<file path="config.mk">
export PLATFORM = sky130hd
export DESIGN_NAME = ipv4_header_builder_fragmenter_unit_flat
export DESIGN_NICKNAME = d
export VERILOG_FILES = /design/src/sv/ihbf_pkg.sv /design/src/sv/ihbf_in_if.sv /design/src/sv/ihbf_out_if.sv /design/src/sv/ihbf_front.sv /design/src/sv/ihbf_queue.sv /design/src/sv/ihbf_back.sv /design/src/sv/ipv4_header_builder_fragmenter_unit.sv /design/src/flat_wrapper.sv
export SDC_FILE = /design/constraint.sdc
export NUM_CORES = 1
export LEC_CHECK = 0
export BUFFER_PORTS_ARGS = -buffer_cell sky130_fd_sc_hd__buf_2
export CAP_MARGIN = 25
export CELL_PAD_IN_SITES_DETAIL_PLACEMENT = 1
export CELL_PAD_IN_SITES_GLOBAL_PLACEMENT = 2
export CORE_ASPECT_RATIO = 0.8
export CORE_MARGIN = 2
export CORE_UTILIZATION = 45
export DETAILED_ROUTE_END_ITERATION = 8
export HOLD_SLACK_MARGIN = 0.15
export PLACE_DENSITY = 0.83
export SYNTH_ARGS = -nofsm -noshare
export SYNTH_HDL_FRONTEND = slang
export SYNTH_SLANG_ARGS = --single-unit
</file>
<file path="constraint.sdc">
create_clock -name clk -period 9.9 [get_ports clk]
set_clock_uncertainty 0.1 [all_clocks]
set_input_delay 0.99 -clock clk [delete_from_list [all_inputs] [get_ports clk]]
set_output_delay 0.99 -clock clk [all_outputs]
set_load 0.1 [all_outputs]
</file>
<file path="src/sv/ihbf_pkg.sv">
`default_nettype none
package ihbf_pkg;

  localparam int MAX_MTU     = 1500;
  localparam int MIN_MTU     = 28;
  localparam int MTU_RESET   = 1500;
  localparam int HDR_LEN     = 20;
  localparam int MAX_PAYLOAD = 65515;
  localparam int CKS_WORDS   = 10;

  localparam int MTU_W = 11;
  localparam int IDX_W = 5;
  localparam int CKS_W = 4;

  localparam int QUEUE_DEPTH = 4;
  localparam int QAW         = $clog2(QUEUE_DEPTH);

  localparam int CFG_AW = 3;
  localparam logic REG_MTU = 1'b0;

  localparam logic OP_START = 1'b0;
  localparam logic OP_DATA  = 1'b1;

  localparam logic [7:0] VER_IHL = 8'h45;
  localparam logic [7:0] TOS     = 8'h00;
  localparam logic [7:0] TTL     = 8'd64;

  typedef enum logic [1:0] {
    JOB_HDR_ONLY,
    JOB_HDR_BYTE,
    JOB_BYTE
  } job_kind_t;

  typedef struct packed {
    job_kind_t   kind;
    logic [7:0]  data;
    logic        flast;
    logic [47:0] mac;
    logic [15:0] total;
    logic [15:0] ident;
    logic [15:0] frag;
    logic [7:0]  proto;
    logic [31:0] src;
    logic [31:0] dst;
  } job_t;

endpackage
`default_nettype wire

</file>
<file path="src/sv/ihbf_in_if.sv">
`default_nettype none
interface ihbf_in_if;
  logic        valid;
  logic        ready;
  logic        opcode;
  logic [7:0]  protocol_number;
  logic [47:0] mac_da;
  logic [31:0] dest_ip;
  logic [31:0] src_ip;
  logic [15:0] payload_length;
  logic [7:0]  data_byte;

  modport source (
    output valid, opcode, protocol_number, mac_da, dest_ip, src_ip,
           payload_length, data_byte,
    input  ready
  );
  modport sink (
    input  valid, opcode, protocol_number, mac_da, dest_ip, src_ip,
           payload_length, data_byte,
    output ready
  );
endinterface
`default_nettype wire

</file>
<file path="src/sv/ihbf_out_if.sv">
`default_nettype none
interface ihbf_out_if;
  logic        valid;
  logic        ready;
  logic [7:0]  frame_byte;
  logic        frame_last;
  logic [47:0] frame_mac;
  logic        run_last;

  modport source (
    output valid, frame_byte, frame_last, frame_mac, run_last,
    input  ready
  );
  modport sink (
    input  valid, frame_byte, frame_last, frame_mac, run_last,
    output ready
  );
endinterface
`default_nettype wire

</file>
<file path="src/sv/ihbf_front.sv">
`default_nettype none
module ihbf_front (
  input  wire logic                      clk,
  input  wire logic                      rst_n,
  ihbf_in_if.sink                        in_bus,
  input  wire logic [ihbf_pkg::MTU_W-1:0] mtu,
  input  wire logic                      q_full,
  output      logic                      push,
  output      ihbf_pkg::job_t            push_job
);

  logic [15:0] ident_r, ident_nxt;
  logic [15:0] rem_r, rem_nxt;
  logic [10:0] fill_r, fill_nxt;
  logic [12:0] off_r, off_nxt;
  logic [7:0]  proto_r, proto_nxt;
  logic [47:0] mac_r, mac_nxt;
  logic [31:0] dip_r, dip_nxt;
  logic [31:0] sip_r, sip_nxt;

  logic [10:0] eff_mtu;
  logic [10:0] fd_sub;
  logic [10:0] fd;
  logic [15:0] len;
  logic [16:0] start_rem;
  logic        last_frag;
  logic [15:0] rem_dec;
  logic [10:0] fill_inc;
  logic        accept;

  assign in_bus.ready = !q_full;
  assign accept       = in_bus.valid && in_bus.ready;

  always_comb begin
    eff_mtu = mtu;
    if (mtu < 11'(ihbf_pkg::MIN_MTU)) begin
      eff_mtu = 11'(ihbf_pkg::MIN_MTU);
    end
    if (mtu > 11'(ihbf_pkg::MAX_MTU)) begin
      eff_mtu = 11'(ihbf_pkg::MAX_MTU);
    end
    fd_sub    = eff_mtu - 11'(ihbf_pkg::HDR_LEN);
    fd        = {fd_sub[10:3], 3'b000};
    len       = (in_bus.payload_length > 16'(ihbf_pkg::MAX_PAYLOAD)) ?
                16'(ihbf_pkg::MAX_PAYLOAD) : in_bus.payload_length;
    start_rem = {1'b0, rem_r} + 17'(fill_r);
    last_frag = (start_rem + 17'(ihbf_pkg::HDR_LEN)) <= 17'(eff_mtu);
    rem_dec   = rem_r - 16'd1;
    fill_inc  = fill_r + 11'd1;
  end

  always_comb begin
    ident_nxt = ident_r;
    rem_nxt   = rem_r;
    fill_nxt  = fill_r;
    off_nxt   = off_r;
    proto_nxt = proto_r;
    mac_nxt   = mac_r;
    dip_nxt   = dip_r;
    sip_nxt   = sip_r;
    push      = 1'b0;

    push_job       = '0;
    push_job.kind  = ihbf_pkg::JOB_BYTE;
    push_job.data  = in_bus.data_byte;
    push_job.mac   = mac_r;
    push_job.ident = ident_r;
    push_job.proto = proto_r;
    push_job.src   = sip_r;
    push_job.dst   = dip_r;
    push_job.total = 16'(ihbf_pkg::HDR_LEN) + (last_frag ? rem_r : 16'(fd));
    push_job.frag  = {2'b00, !last_frag, off_r};

    if (accept) begin
      if (in_bus.opcode == ihbf_pkg::OP_START) begin
        proto_nxt = in_bus.protocol_number;
        mac_nxt   = in_bus.mac_da;
        dip_nxt   = in_bus.dest_ip;
        sip_nxt   = in_bus.src_ip;
        rem_nxt   = len;
        fill_nxt  = '0;
        off_nxt   = '0;
        if (len == 16'd0) begin
          // empty packet: one bare header frame
          push           = 1'b1;
          push_job.kind  = ihbf_pkg::JOB_HDR_ONLY;
          push_job.flast = 1'b1;
          push_job.mac   = in_bus.mac_da;
          push_job.proto = in_bus.protocol_number;
          push_job.src   = in_bus.src_ip;
          push_job.dst   = in_bus.dest_ip;
          push_job.total = 16'(ihbf_pkg::HDR_LEN);
          push_job.frag  = '0;
          ident_nxt      = ident_r + 16'd1;
        end
      end else if (rem_r != 16'd0) begin
        push          = 1'b1;
        push_job.kind = (fill_r == 11'd0) ? ihbf_pkg::JOB_HDR_BYTE : ihbf_pkg::JOB_BYTE;
        rem_nxt       = rem_dec;
        fill_nxt      = fill_inc;
        if (rem_dec == 16'd0) begin
          push_job.flast = 1'b1;
          fill_nxt       = '0;
          off_nxt        = '0;
          ident_nxt      = ident_r + 16'd1;
        end else if (!last_frag && (fill_inc >= fd)) begin
          push_job.flast = 1'b1;
          off_nxt        = off_r + 13'(fill_inc >> 3);
          fill_nxt       = '0;
        end
      end
    end
  end

  always_ff @(posedge clk) begin
    if (!rst_n) begin
      ident_r <= '0;
      rem_r   <= '0;
      fill_r  <= '0;
      off_r   <= '0;
      proto_r <= '0;
      mac_r   <= '0;
      dip_r   <= '0;
      sip_r   <= '0;
    end else begin
      ident_r <= ident_nxt;
      rem_r   <= rem_nxt;
      fill_r  <= fill_nxt;
      off_r   <= off_nxt;
      proto_r <= proto_nxt;
      mac_r   <= mac_nxt;
      dip_r   <= dip_nxt;
      sip_r   <= sip_nxt;
    end
  end

endmodule
`default_nettype wire

</file>
<file path="src/sv/ihbf_queue.sv">
`default_nettype none
module ihbf_queue (
  input  wire logic           clk,
  input  wire logic           rst_n,
  input  wire logic           push,
  input  wire ihbf_pkg::job_t push_job,
  output      logic           full,
  input  wire logic           pop,
  output      logic           head_valid,
  output      ihbf_pkg::job_t head
);

  ihbf_pkg::job_t               mem_r [ihbf_pkg::QUEUE_DEPTH];
  logic [ihbf_pkg::QAW-1:0]     wr_ptr_r, wr_ptr_nxt;
  logic [ihbf_pkg::QAW-1:0]     rd_ptr_r, rd_ptr_nxt;
  logic [ihbf_pkg::QAW:0]       cnt_r, cnt_nxt;

  assign full       = (cnt_r == (ihbf_pkg::QAW+1)'(ihbf_pkg::QUEUE_DEPTH));
  assign head_valid = (cnt_r != '0);
  assign head       = mem_r[rd_ptr_r];

  always_comb begin
    wr_ptr_nxt = push ? wr_ptr_r + ihbf_pkg::QAW'(1) : wr_ptr_r;
    rd_ptr_nxt = pop  ? rd_ptr_r + ihbf_pkg::QAW'(1) : rd_ptr_r;
    cnt_nxt    = cnt_r;
    if (push && !pop) begin
      cnt_nxt = cnt_r + (ihbf_pkg::QAW+1)'(1);
    end else if (pop && !push) begin
      cnt_nxt = cnt_r - (ihbf_pkg::QAW+1)'(1);
    end
  end

  always_ff @(posedge clk) begin
    if (push) begin
      mem_r[wr_ptr_r] <= push_job;
    end
  end

  always_ff @(posedge clk) begin
    if (!rst_n) begin
      wr_ptr_r <= '0;
      rd_ptr_r <= '0;
      cnt_r    <= '0;
    end else begin
      wr_ptr_r <= wr_ptr_nxt;
      rd_ptr_r <= rd_ptr_nxt;
      cnt_r    <= cnt_nxt;
    end
  end

endmodule
`default_nettype wire

</file>
<file path="src/sv/ihbf_back.sv">
`default_nettype none
module ihbf_back (
  input  wire logic           clk,
  input  wire logic           rst_n,
  input  wire logic           head_valid,
  input  wire ihbf_pkg::job_t head,
  output      logic           pop,
  ihbf_out_if.source          out_bus
);

  logic [ihbf_pkg::IDX_W-1:0] byte_idx_r, byte_idx_nxt;
  logic [ihbf_pkg::CKS_W-1:0] cks_idx_r, cks_idx_nxt;
  logic [15:0]                sum_r, sum_nxt;
  logic                       out_valid_r, out_valid_nxt;
  logic [7:0]                 out_byte_r, out_byte_nxt;
  logic                       out_flast_r, out_flast_nxt;
  logic [47:0]                out_mac_r, out_mac_nxt;
  logic                       out_rlast_r, out_rlast_nxt;

  logic [15:0] word;
  logic [16:0] wsum;
  logic [15:0] cks;
  logic [7:0]  hdr_byte;
  logic [7:0]  res_byte;
  logic        is_hdr;
  logic        cks_done;
  logic        cks_wait;
  logic        last_res;
  logic        out_free;
  logic        produce;

  // one header word per cycle into the running one's-complement sum
  always_comb begin
    case (cks_idx_r)
      4'd0:    word = {ihbf_pkg::VER_IHL, ihbf_pkg::TOS};
      4'd1:    word = head.total;
      4'd2:    word = head.ident;
      4'd3:    word = head.frag;
      4'd4:    word = {ihbf_pkg::TTL, head.proto};
      4'd6:    word = head.src[31:16];
      4'd7:    word = head.src[15:0];
      4'd8:    word = head.dst[31:16];
      4'd9:    word = head.dst[15:0];
      default: word = 16'h0000;
    endcase
    wsum = {1'b0, sum_r} + {1'b0, word};
    cks  = ~sum_r;
  end

  always_comb begin
    case (byte_idx_r)
      5'd0:    hdr_byte = ihbf_pkg::VER_IHL;
      5'd1:    hdr_byte = ihbf_pkg::TOS;
      5'd2:    hdr_byte = head.total[15:8];
      5'd3:    hdr_byte = head.total[7:0];
      5'd4:    hdr_byte = head.ident[15:8];
      5'd5:    hdr_byte = head.ident[7:0];
      5'd6:    hdr_byte = head.frag[15:8];
      5'd7:    hdr_byte = head.frag[7:0];
      5'd8:    hdr_byte = ihbf_pkg::TTL;
      5'd9:    hdr_byte = head.proto;
      5'd10:   hdr_byte = cks[15:8];
      5'd11:   hdr_byte = cks[7:0];
      5'd12:   hdr_byte = head.src[31:24];
      5'd13:   hdr_byte = head.src[23:16];
      5'd14:   hdr_byte = head.src[15:8];
      5'd15:   hdr_byte = head.src[7:0];
      5'd16:   hdr_byte = head.dst[31:24];
      5'd17:   hdr_byte = head.dst[23:16];
      5'd18:   hdr_byte = head.dst[15:8];
      5'd19:   hdr_byte = head.dst[7:0];
      default: hdr_byte = head.data;
    endcase
  end

  always_comb begin
    is_hdr   = (head.kind != ihbf_pkg::JOB_BYTE);
    cks_done = (cks_idx_r == ihbf_pkg::CKS_W'(ihbf_pkg::CKS_WORDS));
    cks_wait = is_hdr && (byte_idx_r >= 5'd10) && !cks_done;
    last_res = (head.kind == ihbf_pkg::JOB_BYTE) ||
               ((head.kind == ihbf_pkg::JOB_HDR_ONLY) &&
                (byte_idx_r == ihbf_pkg::IDX_W'(ihbf_pkg::HDR_LEN - 1))) ||
               ((head.kind == ihbf_pkg::JOB_HDR_BYTE) &&
                (byte_idx_r == ihbf_pkg::IDX_W'(ihbf_pkg::HDR_LEN)));
    res_byte = (head.kind == ihbf_pkg::JOB_BYTE) ? head.data : hdr_byte;
    out_free = !out_valid_r || out_bus.ready;
    produce  = head_valid && out_free && !cks_wait;
    pop      = produce && last_res;

    byte_idx_nxt = byte_idx_r;
    if (pop) begin
      byte_idx_nxt = '0;
    end else if (produce) begin
      byte_idx_nxt = byte_idx_r + ihbf_pkg::IDX_W'(1);
    end

    cks_idx_nxt = cks_idx_r;
    sum_nxt     = sum_r;
    if (pop) begin
      cks_idx_nxt = '0;
      sum_nxt     = '0;
    end else if (head_valid && !cks_done) begin
      cks_idx_nxt = cks_idx_r + ihbf_pkg::CKS_W'(1);
      sum_nxt     = wsum[15:0] + 16'(wsum[16]);
    end

    out_valid_nxt = produce || (out_valid_r && !out_bus.ready);
    out_byte_nxt  = out_byte_r;
    out_flast_nxt = out_flast_r;
    out_mac_nxt   = out_mac_r;
    out_rlast_nxt = out_rlast_r;
    if (produce) begin
      out_byte_nxt  = res_byte;
      out_flast_nxt = last_res && head.flast;
      out_mac_nxt   = head.mac;
      out_rlast_nxt = last_res;
    end
  end

  assign out_bus.valid      = out_valid_r;
  assign out_bus.frame_byte = out_byte_r;
  assign out_bus.frame_last = out_flast_r;
  assign out_bus.frame_mac  = out_mac_r;
  assign out_bus.run_last   = out_rlast_r;

  always_ff @(posedge clk) begin
    if (!rst_n) begin
      byte_idx_r  <= '0;
      cks_idx_r   <= '0;
      sum_r       <= '0;
      out_valid_r <= 1'b0;
    end else begin
      byte_idx_r  <= byte_idx_nxt;
      cks_idx_r   <= cks_idx_nxt;
      sum_r       <= sum_nxt;
      out_valid_r <= out_valid_nxt;
    end
  end

  always_ff @(posedge clk) begin
    out_byte_r  <= out_byte_nxt;
    out_flast_r <= out_flast_nxt;
    out_mac_r   <= out_mac_nxt;
    out_rlast_r <= out_rlast_nxt;
  end

endmodule
`default_nettype wire

</file>
<file path="src/sv/ipv4_header_builder_fragmenter_unit.sv">
// Path: a payload byte request is written into the job queue at its accepting edge and
//   then registered onto out_bus; a fragment's first request puts out 20 header bytes first.
// Throughput: one request and one output byte per cycle while out_bus.ready is high; a
//   fragment header adds 20 output bytes, the 4-entry job queue holds the header job and
//   three more requests meanwhile, then the input stalls until the back end catches up.
// Reset: synchronous, active low; clears queue, counters, packet state; mtu returns to 1500.
`default_nettype none
module ipv4_header_builder_fragmenter_unit (
  input  wire logic                        clk,
  input  wire logic                        rst_n,
  ihbf_in_if.sink                          in_bus,
  ihbf_out_if.source                       out_bus,
  input  wire logic                        cfg_psel,
  input  wire logic                        cfg_penable,
  input  wire logic                        cfg_pwrite,
  input  wire logic [ihbf_pkg::CFG_AW-1:0] cfg_paddr,
  input  wire logic [31:0]                 cfg_pwdata,
  output      logic [31:0]                 cfg_prdata,
  output      logic                        cfg_pready
);

  // mtu register: frame size limit, header included; clamped in the front end
  logic [ihbf_pkg::MTU_W-1:0] mtu_r, mtu_nxt;
  logic                       cfg_wr;

  // front -> queue -> back
  logic           q_push;
  ihbf_pkg::job_t q_push_job;
  logic           q_full;
  logic           q_pop;
  logic           q_head_valid;
  ihbf_pkg::job_t q_head;

  assign cfg_pready = 1'b1;
  assign cfg_wr     = cfg_psel && cfg_penable && cfg_pwrite && cfg_pready &&
                      (cfg_paddr[2] == ihbf_pkg::REG_MTU);
  assign cfg_prdata = (cfg_paddr[2] == ihbf_pkg::REG_MTU) ?
                      {{(32-ihbf_pkg::MTU_W){1'b0}}, mtu_r} : 32'h0;

  always_comb begin
    mtu_nxt = cfg_wr ? cfg_pwdata[ihbf_pkg::MTU_W-1:0] : mtu_r;
  end

  always_ff @(posedge clk) begin
    if (!rst_n) begin
      mtu_r <= ihbf_pkg::MTU_W'(ihbf_pkg::MTU_RESET);
    end else begin
      mtu_r <= mtu_nxt;
    end
  end

  // Front end: take requests, track packet and fragment state, and
  // hand one job per result-producing request to the queue.
  ihbf_front u_front (
    .clk      (clk),
    .rst_n    (rst_n),
    .in_bus   (in_bus),
    .mtu      (mtu_r),
    .q_full   (q_full),
    .push     (q_push),
    .push_job (q_push_job)
  );

  // Job queue: lets header emission stall the back end without
  // stalling the input for a few requests.
  ihbf_queue u_queue (
    .clk        (clk),
    .rst_n      (rst_n),
    .push       (q_push),
    .push_job   (q_push_job),
    .full       (q_full),
    .pop        (q_pop),
    .head_valid (q_head_valid),
    .head       (q_head)
  );

  // Back end: serialize header and payload bytes, folding the header
  // checksum in while the first header bytes go out.
  ihbf_back u_back (
    .clk        (clk),
    .rst_n      (rst_n),
    .head_valid (q_head_valid),
    .head       (q_head),
    .pop        (q_pop),
    .out_bus    (out_bus)
  );

`ifndef SYNTHESIS
  // never write a full queue
  a_no_overflow: assert property (@(posedge clk) disable iff (!rst_n)
    q_push |-> !q_full)
    else $error("job queue overflow");

  // retire only a present job
  a_pop_valid: assert property (@(posedge clk) disable iff (!rst_n)
    q_pop |-> q_head_valid)
    else $error("pop from empty job queue");

  // retiring a job puts its final result on the output
  a_pop_run_last: assert property (@(posedge clk) disable iff (!rst_n)
    q_pop |=> (out_bus.valid && out_bus.run_last))
    else $error("job retired without run_last result");
`endif

endmodule
`default_nettype wire
</file>
<file path="src/flat_wrapper.sv">
// flat-port wrapper written by rule: the top's interface ports become plain ports
module ipv4_header_builder_fragmenter_unit_flat 
  (clk, rst_n, cfg_psel, cfg_penable, cfg_pwrite, cfg_paddr, cfg_pwdata, cfg_prdata, cfg_pready, in_bus_valid, in_bus_opcode, in_bus_protocol_number, in_bus_mac_da, in_bus_dest_ip, in_bus_src_ip, in_bus_payload_length, in_bus_data_byte, in_bus_ready, out_bus_valid, out_bus_frame_byte, out_bus_frame_last, out_bus_frame_mac, out_bus_run_last, out_bus_ready);
  ihbf_in_if in_bus_i ();
  ihbf_out_if out_bus_i ();
  input  wire logic clk;
  input  wire logic rst_n;
  input  wire logic cfg_psel;
  input  wire logic cfg_penable;
  input  wire logic cfg_pwrite;
  input  wire logic [ihbf_pkg::CFG_AW-1:0] cfg_paddr;
  input  wire logic [31:0] cfg_pwdata;
  output      logic [31:0] cfg_prdata;
  output      logic cfg_pready;
  input wire logic [$bits(in_bus_i.valid)-1:0] in_bus_valid;
  input wire logic [$bits(in_bus_i.opcode)-1:0] in_bus_opcode;
  input wire logic [$bits(in_bus_i.protocol_number)-1:0] in_bus_protocol_number;
  input wire logic [$bits(in_bus_i.mac_da)-1:0] in_bus_mac_da;
  input wire logic [$bits(in_bus_i.dest_ip)-1:0] in_bus_dest_ip;
  input wire logic [$bits(in_bus_i.src_ip)-1:0] in_bus_src_ip;
  input wire logic [$bits(in_bus_i.payload_length)-1:0] in_bus_payload_length;
  input wire logic [$bits(in_bus_i.data_byte)-1:0] in_bus_data_byte;
  output wire logic [$bits(in_bus_i.ready)-1:0] in_bus_ready;
  output wire logic [$bits(out_bus_i.valid)-1:0] out_bus_valid;
  output wire logic [$bits(out_bus_i.frame_byte)-1:0] out_bus_frame_byte;
  output wire logic [$bits(out_bus_i.frame_last)-1:0] out_bus_frame_last;
  output wire logic [$bits(out_bus_i.frame_mac)-1:0] out_bus_frame_mac;
  output wire logic [$bits(out_bus_i.run_last)-1:0] out_bus_run_last;
  input wire logic [$bits(out_bus_i.ready)-1:0] out_bus_ready;
  assign in_bus_i.valid = in_bus_valid;
  assign in_bus_i.opcode = in_bus_opcode;
  assign in_bus_i.protocol_number = in_bus_protocol_number;
  assign in_bus_i.mac_da = in_bus_mac_da;
  assign in_bus_i.dest_ip = in_bus_dest_ip;
  assign in_bus_i.src_ip = in_bus_src_ip;
  assign in_bus_i.payload_length = in_bus_payload_length;
  assign in_bus_i.data_byte = in_bus_data_byte;
  assign in_bus_ready = in_bus_i.ready;
  assign out_bus_valid = out_bus_i.valid;
  assign out_bus_frame_byte = out_bus_i.frame_byte;
  assign out_bus_frame_last = out_bus_i.frame_last;
  assign out_bus_frame_mac = out_bus_i.frame_mac;
  assign out_bus_run_last = out_bus_i.run_last;
  assign out_bus_i.ready = out_bus_ready;
  ipv4_header_builder_fragmenter_unit u_core (.clk(clk), .rst_n(rst_n), .in_bus(in_bus_i), .out_bus(out_bus_i), .cfg_psel(cfg_psel), .cfg_penable(cfg_penable), .cfg_pwrite(cfg_pwrite), .cfg_paddr(cfg_paddr), .cfg_pwdata(cfg_pwdata), .cfg_prdata(cfg_prdata), .cfg_pready(cfg_pready));
endmodule
</file>
* After elaboration in Yosys (flattened, before gate mapping) *
Memories as Yosys holds them, arrays and structs flattened. A register that Yosys moved wholly into a read port is not among the register bits.
Cells that the tools add are included.

cells by class
  add/subtract/negate cells = 16
  order comparisons = 6
  eq/ne operators = 36
  multiplexer cells = 47
  bitwise gates (word level) = 4
  reduce and logical (&&, ||, !) cells = 44

operators with widths
  operator                                                count
  two-way mux 86 bit                                      3
  one-hot mux 8 bit (20 select lines)                     1
  one-hot mux 16 bit (9 select lines)                     1
  two-way mux 65 bit                                      2
  two-way mux 16 bit                                      8
  two-way mux 11 bit                                      7
  two-way mux 64 bit                                      1
  two-way mux 13 bit                                      4
  equality test 5 x 4 -> 1 bit (second input constant)    8
  logical NOT 16 bit                                      2
  equality test 5 bit (second input constant)             5
  equality test 5 x 3 -> 1 bit (second input constant)    4
  adder 16 x 11 -> 17 bit                                 1
  adder 16 x 16 -> 17 bit                                 1
  adder 17 x 5 -> 17 bit (second input constant)          1
  less-or-equal comparator 17 x 11 -> 1 bit               1
  logical AND 1 bit                                       17
  adder 16 x 1 -> 16 bit                                  1
  adder 16 x 1 -> 16 bit (second input constant)          1
  adder 5 x 16 -> 16 bit (first input constant)           1
  greater-than comparator 16 bit (second input constant)  1
  NOT 16 bit                                              1
  nonzero test 16 bit                                     1
  subtractor 16 x 1 -> 16 bit (second input constant)     1
  other kinds (41)                                        79

storage, ports and cells
  flip-flop bits (word level) = 278
  bits in writable memories = 708
  input port bits = 187
  output and inout port bits = 93
  logic and storage cells = 174
  memories kept = 1

memory list
  memory                depth  width  read ports  clocked after Yosys merged registers in  wr ports  line              source
  u_core.u_queue.mem_r  4      177    1           1                                        1         ihbf_queue.sv:13  ihbf_pkg::job_t mem_r [ihbf_pkg::QUEUE_DEPTH];

* Longest topological paths before layout *
  depth in word-level cells = 11
  mapped depth = 31
  depth with buffers taken out = 27

* By module *
A second synthesis with hierarchy kept.

second synthesis, totals
  cell total of the unflattened synthesis = 3072
  area total of the unflattened synthesis = 43758.2 µm²

by module, submodules not included
  module                               times used  cells an instance  area an instance (µm²)
  ihbf_queue                           1           978                26257.7
  ihbf_front                           1           1399               11038.1
  ihbf_back                            1           611                5725.5
  ipv4_header_builder_fragmenter_unit  1           84                 737.0

* Least setup slack after synthesis *
Ideal clock, no wire load.

  path type = register to register
  start point = register u_core.u_queue.cnt_r[0] (netlist bit)
  end point = memory u_core.u_queue.mem_r[0][0] (netlist bit) (enable)
  library setup time = 0.559 ns
  data arrival time = 6.294 ns
  required time = 9.241 ns
  path slack = 2.947 ns
  cell stages (with the launch flop) = 8
  clock period less this slack = 6.953 ns
  path through = dfxtp_1 > nor2_1 > nand2_1 > nand2_1 > a21o_1 > clkbuf_1 > nor2_1 > and2_1

between the ends
  longest elaborated chain between the ends = 6

RTL lines
  item                                     line                                       source
  start: declaration                       ihbf_queue.sv:16                           logic [ihbf_pkg::QAW:0] cnt_r, cnt_nxt;
  start signal: assignment                 ihbf_queue.sv:47                           cnt_r <= cnt_nxt;
  equality test 3 bit                      ihbf_queue.sv:18                           assign full = (cnt_r == (ihbf_pkg::QAW+1)'(ihbf_pkg::QUEUE_DEPTH));
  logical NOT 1 bit                        ihbf_front.sv:31                           assign in_bus.ready = !q_full;
  via in_bus_ready                         flat_wrapper.sv:23                         output wire logic [$bits(in_bus_i.ready)-1:0] in_bus_ready;
  logical AND 1 bit                        ihbf_front.sv:32                           assign accept = in_bus.valid && in_bus.ready;
  two-way mux 1 bit                        ihbf_front.sv:74                           if (accept) begin
  via u_core.q_push                        ipv4_header_builder_fragmenter_unit.sv:27  logic q_push;
  two-way mux 1 bit                        ihbf_queue.sv:34                           if (push) begin
  two-way mux 1 bit (implied by the code)  ihbf_queue.sv:35                           mem_r[wr_ptr_r] <= push_job;
  end: declaration                         ihbf_queue.sv:13

The timed path passes the listed nets, and every way through them passes these cells.

==> run metrics <==
overall die width 351 um; Post-synth ARST share 0%; Tot Pwr 12700 uW; Cell Rows 101; Min-Delay Path Class flop to flop; Yosys top cell by area edfxtp_1; DRC errors left 0; worst skew pair latency 0.68 ns; startpoint types flop; Final Core Density 51.4%; largest net degree at the start of global routing 120; Yosys cell types 87; CTS max path bufs 3; Detail Placement HPWL 79800 um; CTS tree built; outcome finished, final reports clean; Synth Instances 3023; nets 3512; sequential area share after synthesis 63.4%; final worst path period need 7.34 ns; fin area 0.0490 mm^2; Die ar. 0.0987 mm^2; number of global-route vias before repair 28000; total track usage 24.2%; unrepaired setup endpoints after global routing no; nature of the critical path endpoint flop; worst path arrival time 7.65 ns; main combinational cell family by area after synthesis multiplexers; dpl cells 4415; Post-Synth Simple-Gate Area 8.72%; Hold Buf Count CTS 0; drt via density 5.80; clk sink count 988; adder and majority gate portion of the synthesized area 2.76%; htree depth 3; Layout area overhead 13.1%; Mapped Avg Cell Area 14.3 um^2; clk root buf clkbuf_16; number of setup buffers added after CTS 0; crit path max fanout 23; Post-Route WL 120000 um; final cell count without fillers 4608; wire per inst 26.0 um; slew margin rel. 19.7%; Max Cap Viol 0; total number of vias 26700; TNS Setup 0 ns; gr ovfl total 0; maximum vdd drop 0.185 mV; period utilisation layout 74.2%; Die H 281 um; mapped cell area 0.0433 mm^2; top-count cell post-synth edfxtp_1; post-synthesis mux area share 12.8%; Yosys warning count 0; Synth top area share 53.1%; fmax 0.136 GHz; Placed Area 0.0457 mm^2; port bufs 234; initial antenna violation count 8; Core ar. 0.0952 mm^2; Max Slew Vio Count 0; Post-synth top cells 766 x edfxtp_1, 351 x nand2_1, 222 x dfxtp_1; post-synthesis compound-gate area fraction 8.07%; Post-synth EDFFs 766; Clk pin slew, worst setup/hold paths 0.07 ns; PD cells 259 mW/mm^2; leakage power 0.0168 uW; layout cells sized above 1 22.8%; CTS buffer count 96; kind of critical path flop to flop; ANT nets after route 0; number of iterations in the first detailed-routing pass 6; final hold vios 0; Starting Density 45.5%; largest cells by area after synthesis edfxtp_1 53%, dfxtp_1 10%, mux4_2 9.2%; flop and latch count out of synthesis 988; I/O pins 280; final setup vio count 0; CP required 10.21 ns; main flop type after synthesis edfxtp_1; Slew @ Worst Pin 1.20 ns; CTS resizes 0; GPL Wtd Cong 0.911; first-pass GRT wire length 180000 um; DRT iter0 DRCs 2239; xor/xnor cell area share of the yosys netlist 1.82%
[flip-flops by register name (all words and copies together) (netlist names), named ones only]
name,flops
u_core.u_front.rem_r,16
u_core.u_back.out_bus.valid,1
u_core.u_back.out_bus.frame_mac,48
u_core.u_back.out_bus.run_last,1
u_core.u_back.byte_idx_r,5
u_core.u_queue.mem_r,708
u_core.u_back.cks_idx_r,4
u_core.u_back.out_bus.frame_byte,8
u_core.u_back.out_bus.frame_last,1
u_core.u_queue.cnt_r,3
u_core.u_queue.wr_ptr_r,2
u_core.mtu_r,11
u_core.u_front.ident_r,16
u_core.u_front.off_r,13
u_core.u_front.dip_r,32
u_core.u_front.sip_r,32
u_core.u_front.fill_r,11
u_core.u_back.sum_r,16
u_core.u_queue.rd_ptr_r,2
u_core.u_front.proto_r,8
u_core.u_front.mac_r,48
[layout by cell type, fill, tap and decap left out, types with 18 or more instances in the layout]
master and count:
edfxtp_1 766, nand2_1 351, buf_2 233, dfxtp_1 220, mux4_2 177, a21boi_0 130, mux2_2 128, nor2_1 120
a22oi_1 98, clkbuf_16 97, ha_1 89, a21oi_1 72, nand3_1 59, inv_1 55, xnor2_1 53, nand4_1 46
o21ai_0 42, nor2b_1 39, xor2_1 37, and2_1 36, conb_1 34, nor3_1 30, clkinv_2 24, clkbuf_1 23
a211oi_1 21, buf_4 21, o21ai_1 18
[final cells by class]
| cell class | count | area (um^2) |
|---|---|---|
| Timing Repair Buffer | 268 | 1570 |
| Clock inverter | 54 | 502 |
| Multi-Input combinational cell | 1822 | 15000 |
| Fill cell | 9319 | 46200 |
| Clock buffer | 126 | 2600 |
| Tap cell | 1287 | 1610 |
| Inverter | 56 | 210 |
| Sequential cell | 988 | 27500 |
| Antenna cell | 7 | 17.5 |
[path summary, 6_finish.rpt]
check	cells past startpoint	slack, ns	startpoint	to
setup / recovery	26	2.56	u_core.u_front.rem_r[2]	u_core.u_queue.mem_r[0][110]
hold / removal	2	0.36	u_core.u_front.dip_r[5]	u_core.u_front.dip_r[5]
setup reg to reg	26	2.56	u_core.u_front.rem_r[2]	u_core.u_queue.mem_r[0][110]
hold reg to reg	2	0.36	u_core.u_front.dip_r[5]	u_core.u_front.dip_r[5]
[critical path: stages, from the launching register on]
cell and delay, ns:
dfxtp_1 0.63, inv_1 0.27, ha_1 0.39, inv_1 0.06, ha_1 0.31, a211oi_1 0.32
o21ai_1 0.15, nor2b_1 0.16, o21ai_0 0.16, nand2b_1 0.11, a21oi_1 0.17, o21bai_1 0.09
xor2_1 0.16, ha_1 0.34, a21oi_1 0.18, o211ai_1 0.12, o31ai_1 0.40, nand4_1 0.15
or4_1 0.97, nor2_1 0.25, a21oi_1 0.07, ha_1 0.32, or2_1 0.30, nand3_1 0.10
o21ai_0 0.08, mux2_1 0.31, nor3_1 0.39
[metal layers]
| metal | part of all wire, % | vias up | track usage, % |
|---|---|---|---|
| li1 | - | 11900 | - |
| met1 | 43 | 13900 | 33.7 |
| met2 | 49 | 742 | 40.1 |
| met3 | 5.4 | 149 | 3.69 |
| met4 | 2.2 | 0 | 6.15 |
| met5 | 0 | - | 0 |
[report_power, final]
part / leakage [uW] / switching (uW) / total, uW / internal, uW
Combinational: 0.00636 / 2710 / 3840 / 1130
Sequential: 0.00892 / 248 / 5230 / 4980
Clock: 0.00151 / 1620 / 3620 / 2000
Total: 0.0168 / 4570 / 12700 / 8120
[per-stage QoR]
stage / hold WS, ns / worst slack (ns)
after floorplan: 0.341 / 2.95
after global placement: 0.349 / 2.87
after detailed placement: 0.359 / 2.63
after CTS: 0.368 / 2.55
after global routing: 0.391 / 2.05
final: 0.362 / 2.56
[kinds of logic after synthesis]
family | Yosys count
other cells | 2
compound gates | 500
fa+ha+maj | 93
mux | 316
xor+xnor | 90
simple gates | 789
flops | 988
buf+inv | 245
No activity file was read; power rests on OpenSTA's default activity.
